===== src/sv/fqws_pkg.sv =====
// Shared types and codes for the search queue
`default_nettype none
package fqws_pkg;

   localparam int DEPTH_DEFAULT = 16;
   localparam int DATA_W        = 32;

   localparam logic [1:0] ACT_PUSH   = 2'd0;
   localparam logic [1:0] ACT_POP    = 2'd1;
   localparam logic [1:0] ACT_SEARCH = 2'd2;

   localparam logic [1:0] STAT_OK       = 2'd0;
   localparam logic [1:0] STAT_EMPTY    = 2'd1;
   localparam logic [1:0] STAT_FULL     = 2'd2;
   localparam logic [1:0] STAT_NOTFOUND = 2'd3;

   typedef struct packed {
      logic [1:0]               action;
      logic signed [DATA_W-1:0] value;
   } req_type;

   typedef struct packed {
      logic [1:0]               status;
      logic [4:0]               position;
      logic signed [DATA_W-1:0] popped_value;
      logic [4:0]               occupancy;
   } rsp_type;

endpackage
`default_nettype wire


===== src/sv/fifo_queue_with_search.sv =====
// Top level of the bounded queue with search by position
//
// A beat is taken on start while busy is low. Push, rejected push, pops and
// searches on an empty queue and unused action codes give their result in
// the cycle after the beat is taken and keep busy low, so such beats can
// follow every cycle. A pop holds busy high in the pop state and gives its
// result from the output register after that state. A search reads one
// stored entry per cycle through the single read port of the entry RAM,
// starting at the head, and stops at the first match or once every stored
// entry has been compared. Each result sits on rsp_item for exactly one
// cycle with rsp_strobe high; the receiver cannot stall it.
`default_nettype none
module fifo_queue_with_search #(
   parameter int DEPTH = fqws_pkg::DEPTH_DEFAULT
) (
   input  wire logic              clock,
   input  wire logic              reset,
   input  wire logic              start,
   output logic                   busy,
   input  wire fqws_pkg::req_type req_item,
   output logic                   rsp_strobe,
   output fqws_pkg::rsp_type      rsp_item
);

   localparam int PW = $clog2(DEPTH);

   logic                        wr_en;
   logic [PW-1:0]               wr_addr;
   logic [fqws_pkg::DATA_W-1:0] wr_data;
   logic [PW-1:0]               rd_addr;
   logic [fqws_pkg::DATA_W-1:0] rd_data;

   fqws_ctrl #(.DEPTH(DEPTH)) u_ctrl (
      .clock      (clock),
      .reset      (reset),
      .start      (start),
      .busy       (busy),
      .req_item   (req_item),
      .rsp_strobe (rsp_strobe),
      .rsp_item   (rsp_item),
      .wr_en      (wr_en),
      .wr_addr    (wr_addr),
      .wr_data    (wr_data),
      .rd_addr    (rd_addr),
      .rd_data    (rd_data)
   );

   fqws_ram #(.WIDTH(fqws_pkg::DATA_W), .DEPTH(DEPTH)) u_entries (
      .clock   (clock),
      .wr_en   (wr_en),
      .wr_addr (wr_addr),
      .wr_data (wr_data),
      .rd_addr (rd_addr),
      .rd_data (rd_data)
   );

endmodule
`default_nettype wire


===== src/sv/fqws_ram.sv =====
// Generic simple dual-port RAM with registered read
`default_nettype none
module fqws_ram #(
   parameter int WIDTH = fqws_pkg::DATA_W,
   parameter int DEPTH = fqws_pkg::DEPTH_DEFAULT,
   localparam int AW   = (DEPTH > 1) ? $clog2(DEPTH) : 1
) (
   input  wire logic             clock,
   input  wire logic             wr_en,
   input  wire logic [AW-1:0]    wr_addr,
   input  wire logic [WIDTH-1:0] wr_data,
   input  wire logic [AW-1:0]    rd_addr,
   output logic      [WIDTH-1:0] rd_data
);

   logic [WIDTH-1:0] mem [DEPTH];
   logic [WIDTH-1:0] rd_data_ff;

   always_ff @(posedge clock) begin
      if (wr_en) begin
         mem[wr_addr] <= wr_data;
      end
      rd_data_ff <= mem[rd_addr];
   end

   assign rd_data = rd_data_ff;

endmodule
`default_nettype wire


===== src/sv/fqws_ctrl.sv =====
// Queue pointers, action sequencer and search walk
`default_nettype none
module fqws_ctrl #(
   parameter int DEPTH = fqws_pkg::DEPTH_DEFAULT,
   localparam int PW   = $clog2(DEPTH),
   localparam int CW   = $clog2(DEPTH + 1)
) (
   input  wire logic                           clock,
   input  wire logic                           reset,
   input  wire logic                           start,
   output logic                                busy,
   input  wire fqws_pkg::req_type              req_item,
   output logic                                rsp_strobe,
   output fqws_pkg::rsp_type                   rsp_item,
   output logic                                wr_en,
   output logic [PW-1:0]                       wr_addr,
   output logic [fqws_pkg::DATA_W-1:0]         wr_data,
   output logic [PW-1:0]                       rd_addr,
   input  wire logic [fqws_pkg::DATA_W-1:0]    rd_data
);

   typedef enum logic [1:0] {ST_IDLE, ST_POP, ST_SEARCH} state_type;

   state_type                         state_ff, state_in;
   logic [PW-1:0]                     head_ff, head_in;
   logic [PW-1:0]                     tail_ff, tail_in;
   logic [CW-1:0]                     count_ff, count_in;
   logic [PW-1:0]                     idx_ff, idx_in;
   logic [CW-1:0]                     k_ff, k_in;
   logic [fqws_pkg::DATA_W-1:0]       value_ff, value_in;
   logic                              strobe_ff, strobe_in;
   fqws_pkg::rsp_type                 rsp_ff, rsp_in;
   logic                              full, empty;

   function automatic logic [PW-1:0] ring_next(input logic [PW-1:0] p);
      return (p == PW'(DEPTH - 1)) ? '0 : p + 1'b1;
   endfunction

   assign full  = (count_ff == CW'(DEPTH));
   assign empty = (count_ff == '0);

   always_comb begin
      state_in  = state_ff;
      head_in   = head_ff;
      tail_in   = tail_ff;
      count_in  = count_ff;
      idx_in    = idx_ff;
      k_in      = k_ff;
      value_in  = value_ff;
      strobe_in = 1'b0;
      rsp_in    = rsp_ff;
      wr_en     = 1'b0;
      rd_addr   = (state_ff == ST_IDLE) ? head_ff : idx_ff;
      unique case (state_ff)
         ST_IDLE: begin
            if (start) begin
               strobe_in           = 1'b1;
               rsp_in.status       = fqws_pkg::STAT_OK;
               rsp_in.position     = '0;
               rsp_in.popped_value = '0;
               rsp_in.occupancy    = 5'(count_ff);
               unique case (req_item.action)
                  fqws_pkg::ACT_PUSH: begin
                     if (full) begin
                        rsp_in.status = fqws_pkg::STAT_FULL;
                     end else begin
                        wr_en            = 1'b1;
                        tail_in          = ring_next(tail_ff);
                        count_in         = count_ff + 1'b1;
                        rsp_in.occupancy = 5'(count_ff + 1'b1);
                     end
                  end
                  fqws_pkg::ACT_POP: begin
                     if (empty) begin
                        rsp_in.status = fqws_pkg::STAT_EMPTY;
                     end else begin
                        strobe_in = 1'b0;
                        state_in  = ST_POP;
                     end
                  end
                  fqws_pkg::ACT_SEARCH: begin
                     if (empty) begin
                        rsp_in.status = fqws_pkg::STAT_EMPTY;
                     end else begin
                        strobe_in = 1'b0;
                        state_in  = ST_SEARCH;
                        idx_in    = ring_next(head_ff);
                        k_in      = '0;
                        value_in  = req_item.value;
                     end
                  end
                  default: ;
               endcase
            end
         end
         ST_POP: begin
            strobe_in           = 1'b1;
            rsp_in.status       = fqws_pkg::STAT_OK;
            rsp_in.position     = '0;
            rsp_in.popped_value = rd_data;
            rsp_in.occupancy    = 5'(count_ff - 1'b1);
            head_in             = ring_next(head_ff);
            count_in            = count_ff - 1'b1;
            state_in            = ST_IDLE;
         end
         ST_SEARCH: begin
            if (rd_data == value_ff) begin
               strobe_in           = 1'b1;
               rsp_in.status       = fqws_pkg::STAT_OK;
               rsp_in.position     = 5'(k_ff + 1'b1);
               rsp_in.popped_value = '0;
               rsp_in.occupancy    = 5'(count_ff);
               state_in            = ST_IDLE;
            end else if ((k_ff + 1'b1) == count_ff) begin
               strobe_in           = 1'b1;
               rsp_in.status       = fqws_pkg::STAT_NOTFOUND;
               rsp_in.position     = '0;
               rsp_in.popped_value = '0;
               rsp_in.occupancy    = 5'(count_ff);
               state_in            = ST_IDLE;
            end else begin
               idx_in = ring_next(idx_ff);
               k_in   = k_ff + 1'b1;
            end
         end
         default: state_in = ST_IDLE;
      endcase
   end

   always_ff @(posedge clock) begin
      if (reset) begin
         state_ff  <= ST_IDLE;
         head_ff   <= '0;
         tail_ff   <= '0;
         count_ff  <= '0;
         strobe_ff <= 1'b0;
      end else begin
         state_ff  <= state_in;
         head_ff   <= head_in;
         tail_ff   <= tail_in;
         count_ff  <= count_in;
         strobe_ff <= strobe_in;
      end
      idx_ff   <= idx_in;
      k_ff     <= k_in;
      value_ff <= value_in;
      rsp_ff   <= rsp_in;
   end

   assign busy       = (state_ff != ST_IDLE);
   assign rsp_strobe = strobe_ff;
   assign rsp_item   = rsp_ff;
   assign wr_addr    = tail_ff;
   assign wr_data    = req_item.value;

endmodule
`default_nettype wire


===== config.mk =====
export PLATFORM = sky130hd
export DESIGN_NAME = fifo_queue_with_search
export DESIGN_NICKNAME = d
export VERILOG_FILES = /design/src/sv/fqws_pkg.sv /design/src/sv/fifo_queue_with_search.sv /design/src/sv/fqws_ram.sv /design/src/sv/fqws_ctrl.sv
export SDC_FILE = /design/constraint.sdc
export NUM_CORES = 1
export LEC_CHECK = 0
export ABC_CLOCK_PERIOD_IN_PS = 4200
export BUFFER_PORTS_ARGS = -buffer_cell sky130_fd_sc_hd__buf_2
export CAP_MARGIN = 20
export CORE_UTILIZATION = 56
export DETAILED_ROUTE_END_ITERATION = 7
export GPL_TIMING_DRIVEN = 0
export PLACE_DENSITY = 0.78
export SLEW_MARGIN = 0
export SYNTH_ARGS = -nofsm -noshare
export SYNTH_HDL_FRONTEND = slang
export SYNTH_HIERARCHICAL = 1
export SYNTH_SLANG_ARGS = --single-unit

===== constraint.sdc =====
create_clock -name clock -period 4.2 [get_ports clock]
set_clock_uncertainty 0.1 [all_clocks]
set_input_delay 0.21 -clock clock [delete_from_list [all_inputs] [get_ports clock]]
set_output_delay 0.21 -clock clock [all_outputs]
set_load 0.02 [all_outputs]

==> impl.org <==
** Power
- Peak supply drop :: slightly above 0.4 mV
- Clock network power share :: between 30 and 40%
- Combinational cells account for between 20% and 30% of the total power.
- Static leakage :: 9.36 nW
- Power per cell area :: around 590 nW/um^2
- Sw frac :: between 20% and 30%
- Cell internal pwr :: approximately 0.012 W
- In this run the power spent charging and discharging nets is approximately 0.0047 W.
- Of the total power, registers draw a little under half.

** Logic synthesis
- Yosys mapped a number of flops with a built-in enable equal to just under 600.
- In the synthesized netlist the dominant register cell turns out to be sky130_fd_sc_hd__edfxtp_1.
- Summing the sequential cell areas from Yosys gives between 70% and 80% of the chip area.
- Post-synthesis sequential element count :: 645
- Synthesized instance count :: 1,244
- Synthesized area :: around 25,000 sq um
- Mean cell area of the mapped netlist :: ~20 sq um
- After synthesis, the cell types taking the most area are sky130_fd_sc_hd__edfxtp_1 72%, sky130_fd_sc_hd__mux4_2 12%, sky130_fd_sc_hd__dfxtp_1 3.9%.
- Synthesized netlist net count :: ~1,300
- Yosys mapped the design onto 49 distinct sky130hd cell types.
- Post-synth top area share :: between 70% and 80%
- Top cell type by total area after synthesis :: sky130_fd_sc_hd__edfxtp_1
- By count the netlist is led by 597 x sky130_fd_sc_hd__edfxtp_1, 128 x sky130_fd_sc_hd__mux4_2, 66 x sky130_fd_sc_hd__a22oi_1, 50 x sky130_fd_sc_hd__nand2_1, 48 x sky130_fd_sc_hd__dfxtp_1.
- Among all cell types in the netlist, the one instantiated most often is sky130_fd_sc_hd__edfxtp_1.
- Fraction of synthesis flops using an asynchronous set or reset pin :: 0%
- Yosys printed 6 warnings.

** GRT
- Fraction of met2 tracks used by global routing :: 43.4%
- Global routing's busiest layer :: met2
- Met3 Track Usage GR :: 4.93%
- Maximum number of pins on one net before global-route repair :: 25
- Via count of the first global-routing pass :: around 13,000
- Wire length of the first global-routing pass :: 84,900 microns
- Total global-route track usage :: ~27%
- Met1 track demand over resource :: a little over a third
- The number of antenna violations at the first check in global routing came to 1.
- Global routing finished with a remaining overflow of 0.

** Drt
- Total detailed-routing wirelength :: 58,500 microns
- The first routing iteration left around 1,800 violations.
- Routed length per placed instance :: approximately 28 microns
- Pre-antenna DRT Iters :: 5
- Vias per Instance :: roughly 6.2
- Total vias in the final route :: 13,000
- After detailed routing, the number of remaining DRC violations is 0.
- Antenna viol nets, final :: 0

** Timing
- Final critical-path required period :: a little under 4 ns
- Setup repair after global routing missed its margin :: no
- Final TNS setup :: 0 ns
- Share of the clock period used by the worst path :: between 90% and 100%
- The number of endpoints with negative hold slack in the final report was 0.
- Max Clk Rate :: 0.254 GHz
- Max-slew headroom :: between 20% and 30%
- The max-slew violation count came to 0.
- At the pin with the least slew margin, the transition time is ~1.2 ns.
- Once routing completed, OpenROAD measured the worst setup slack at ~0.27 ns.
- Final Setup Violations :: 0

** Hold path
- Worst Hold Path Cells :: 4
- The path class of the tightest hold or removal check is in -> reg.
- Launch point of the worst hold path :: req_item[33]
- Hold Path Sink :: u_ctrl/state_ff[1]$_SDFFE_PP0P_

** Outcome
- Run status :: finished, final reports clean

** Die
- The die is 212 microns tall.
- The die covers roughly 45,000 sq um.
- The core region is approximately 43,000 sq um.
- The floorplan step set the die width to 212 microns.
- During I/O placement, the number of pins put on the boundary was 83.
- Initial Util :: between 50% and 60%
- In this run the core area contains between 70 and 80 standard-cell rows.

** Worst setup path
- Crit Path Max Fanout :: 13
- Walking the worst path, the cells encountered are inv_1 > ha_1 > nand4bb_1 > nand2_1 > nor2_1 > nand3b_1 > nor3_4 > buf_16 > buf_8.
- STA puts the critical path data required time at about 4.4 ns.
- In this run the critical register-to-register path is launched from u_ctrl/count_ff[1]$_SDFFE_PP0P_.
- Critical Path Start Type :: register
- For the worst flop-to-flop path, the logic depth is 9.
- The worst setup path is captured at a register.
- Cell with the largest stage delay on the worst path :: sky130_fd_sc_hd__nor3_4
- Destination of the worst register-to-register timing path :: u_entries/mem[4][12]$_DFFE_PP_
- For flop-to-flop paths, the worst setup slack is ~0.27 ns.
- Start point of the critical path :: u_ctrl/count_ff[1]$_SDFFE_PP0P_
- Buf/Inv on CP :: 3
- Kind of cell adding the most delay to the critical path :: simple AND/OR/NAND/NOR gates
- The largest single stage delay on the critical path is a little under 0.9 ns.
- The critical path is of the reg -> reg type.
- Signal arrival time at the worst endpoint :: 4.17 ns

** Clock tree
- After clock tree synthesis, the clock-pin slew on the worst setup and hold paths is about 0.060 ns.
- Count of clock tree sinks :: ~650
- The clock passes through at most 3 buffers.
- H-Tree Level Count :: 2
- Clock tree from TritonCTS :: built
- Skew-Pair Late Insertion Delay :: around 0.64 ns
- The tree is rooted in a sky130_fd_sc_hd__clkbuf_16.
- Clock buffers created by TritonCTS :: 60

** Place
- Instance area at placement :: around 27,000 sq um
- Timing analysis after detailed placement gives a worst setup slack of slightly above 0.4 ns.
- Including well taps, the total number of placed cells is approximately 1,900.
- In this run the tool buffered the top-level ports with 81 buffer cells.
- Routability Congestion :: a little over 0.8
- Half-perimeter wire length after detailed placement :: 36,200 microns

** Cells and area
- From synthesis to final layout, the design area changed by 16.8%.
- After filler insertion, the fill cell instance count of the layout stands at roughly 2,700.
- Excluding fillers, the count of instances in the completed layout stands at ~2,100.
- The final layout contains 1,497 nets.
- In the final layout, the share of cells above drive strength 1 is around 27%.
- Final std cell area, no fill :: roughly 29,000 sq um

** Job
- The tool flagged a number of max-cap violations equal to 0.
## state kept, by name, indices dropped and copies added (netlist names)
signal,count
u_ctrl/value_ff,32
u_entries/rd_data,32
u_ctrl/wr_addr,4
u_entries/mem,512
u_ctrl/count_ff,5
u_ctrl/k_ff,5
u_ctrl/rsp_item,44
u_ctrl/head_ff,4
u_ctrl/idx_ff,4
u_ctrl/state_ff,2
u_ctrl/rsp_strobe,1
## cells in the final DEF, fill, tap and decap left out, types with 7 or more instances in the layout
cell,Yosys,final
sky130_fd_sc_hd__bufinv_16,0,7
sky130_fd_sc_hd__buf_2,11,92
sky130_fd_sc_hd__clkinv_2,0,11
sky130_fd_sc_hd__inv_1,12,12
sky130_fd_sc_hd__and2_1,34,34
sky130_fd_sc_hd__clkinv_1,0,12
sky130_fd_sc_hd__mux2i_1,7,7
sky130_fd_sc_hd__nor2_1,39,27
sky130_fd_sc_hd__clkbuf_16,0,60
sky130_fd_sc_hd__xnor2_1,40,40
sky130_fd_sc_hd__mux4_2,128,128
sky130_fd_sc_hd__nand4_1,11,11
sky130_fd_sc_hd__a22oi_1,66,66
sky130_fd_sc_hd__nor2_4,0,12
sky130_fd_sc_hd__nand2_1,50,50
sky130_fd_sc_hd__nand2b_1,8,8
sky130_fd_sc_hd__dfxtp_1,48,48
sky130_fd_sc_hd__a21oi_1,9,9
sky130_fd_sc_hd__ha_1,15,15
sky130_fd_sc_hd__buf_4,41,41
sky130_fd_sc_hd__buf_12,0,11
sky130_fd_sc_hd__edfxtp_1,597,597
sky130_fd_sc_hd__o21ai_0,20,20
sky130_fd_sc_hd__buf_1,11,11
sky130_fd_sc_hd__clkbuf_1,28,42
sky130_fd_sc_hd__dlygate4sd3_1,0,34
sky130_fd_sc_hd__buf_16,0,10
## worst reg2reg max path, cell delays in order, from the launching register on
cell,delay (ns)
sky130_fd_sc_hd__dfxtp_1,0.52
sky130_fd_sc_hd__inv_1,0.11
sky130_fd_sc_hd__ha_1,0.22
sky130_fd_sc_hd__nand4bb_1,0.14
sky130_fd_sc_hd__nand2_1,0.13
sky130_fd_sc_hd__nor2_1,0.56
sky130_fd_sc_hd__nand3b_1,0.53
sky130_fd_sc_hd__nor3_4,0.89
sky130_fd_sc_hd__buf_16,0.24
sky130_fd_sc_hd__buf_8,0.20
## metrics by stage
stage | utilization (%) | hold WS (ns) | total power [W]
after floorplan | - | 0.209 | 0.0103
after global placement | 59.8 | 0.302 | 0.0114
after detailed placement | 61.3 | 0.304 | 0.0115
after CTS | 66.6 | 0.0171 | 0.0170
after global routing | 66.7 | 0.0542 | 0.0175
final | 66.7 | 0.0461 | 0.0169
## how the worst max path moves through the flow
| stage | endpoint | slack, ns | cells after the start |
|---|---|---|---|
| 2_1_floorplan | u_entries/mem[1][0]$_DFFE_PP_ | 0.46 | 8 |
| 5_1_grt | u_entries/mem[4][1]$_DFFE_PP_ | 0.06 | 10 |
| 4_1_cts | u_entries/mem[4][1]$_DFFE_PP_ | 0.31 | 10 |
| 3_3_place_gp | u_entries/mem[1][22]$_DFFE_PP_ | -1.40 | 8 |
| 3_5_place_dp | u_entries/mem[4][12]$_DFFE_PP_ | 0.41 | 10 |
| 6_report | u_entries/mem[4][12]$_DFFE_PP_ | 0.27 | 9 |
## per-layer routing
| metal | up-vias | wire length (microns) |
|---|---|---|
| met4 | 0 | 2000 |
| met2 | 840 | 28700 |
| met1 | 6656 | 22000 |
| li1 | 5383 | - |
| met3 | 133 | 5790 |
| met5 | - | 0 |
## cell type report
type | instances | area, sq um | area share, %
flip-flops and latches | 645 | 18900 | 65.3
multi-input cells | 495 | 5460 | 18.9
clock buffers | 76 | 1580 | 5.47
repair buffers | 139 | 1290 | 4.45
well taps | 585 | 732 | 2.53
plain buffers | 92 | 514 | 1.78
clock inverters | 37 | 400 | 1.38
inverters | 12 | 45.0 | 0.156
diodes | 1 | 2.50 | 0.00866
## cell families (layout without fill, tap and decap cells)
group	after synthesis	after routing	share of synthesized area [%]
flops	645	645	76.3
simple gates	178	178	3.65
mux	141	141	12.2
compound gates	115	115	3.18
buf+inv	104	356	2.26
xor+xnor	46	46	1.66
fa+ha+maj	15	15	0.758
other cells	0	1	0
## power by group through the flow
stage,registers [W],logic (W),clock network (W)
floorplan,0.00791,0.00239,0
global placement,0.00779,0.00358,0
detailed placement,0.00779,0.00372,0
CTS,0.00767,0.00379,0.00552
global route,0.00771,0.00402,0.00575
finish,0.00767,0.00380,0.00547
## repair_timing
action                                  CTS  global route
hold endpoints to repair                549             0
endpoints found under the setup margin    0             0
hold buffers                             34             0
buffers inserted                          0             0
gates resized for setup                   0             0
(Power assumes the default switching activity.)
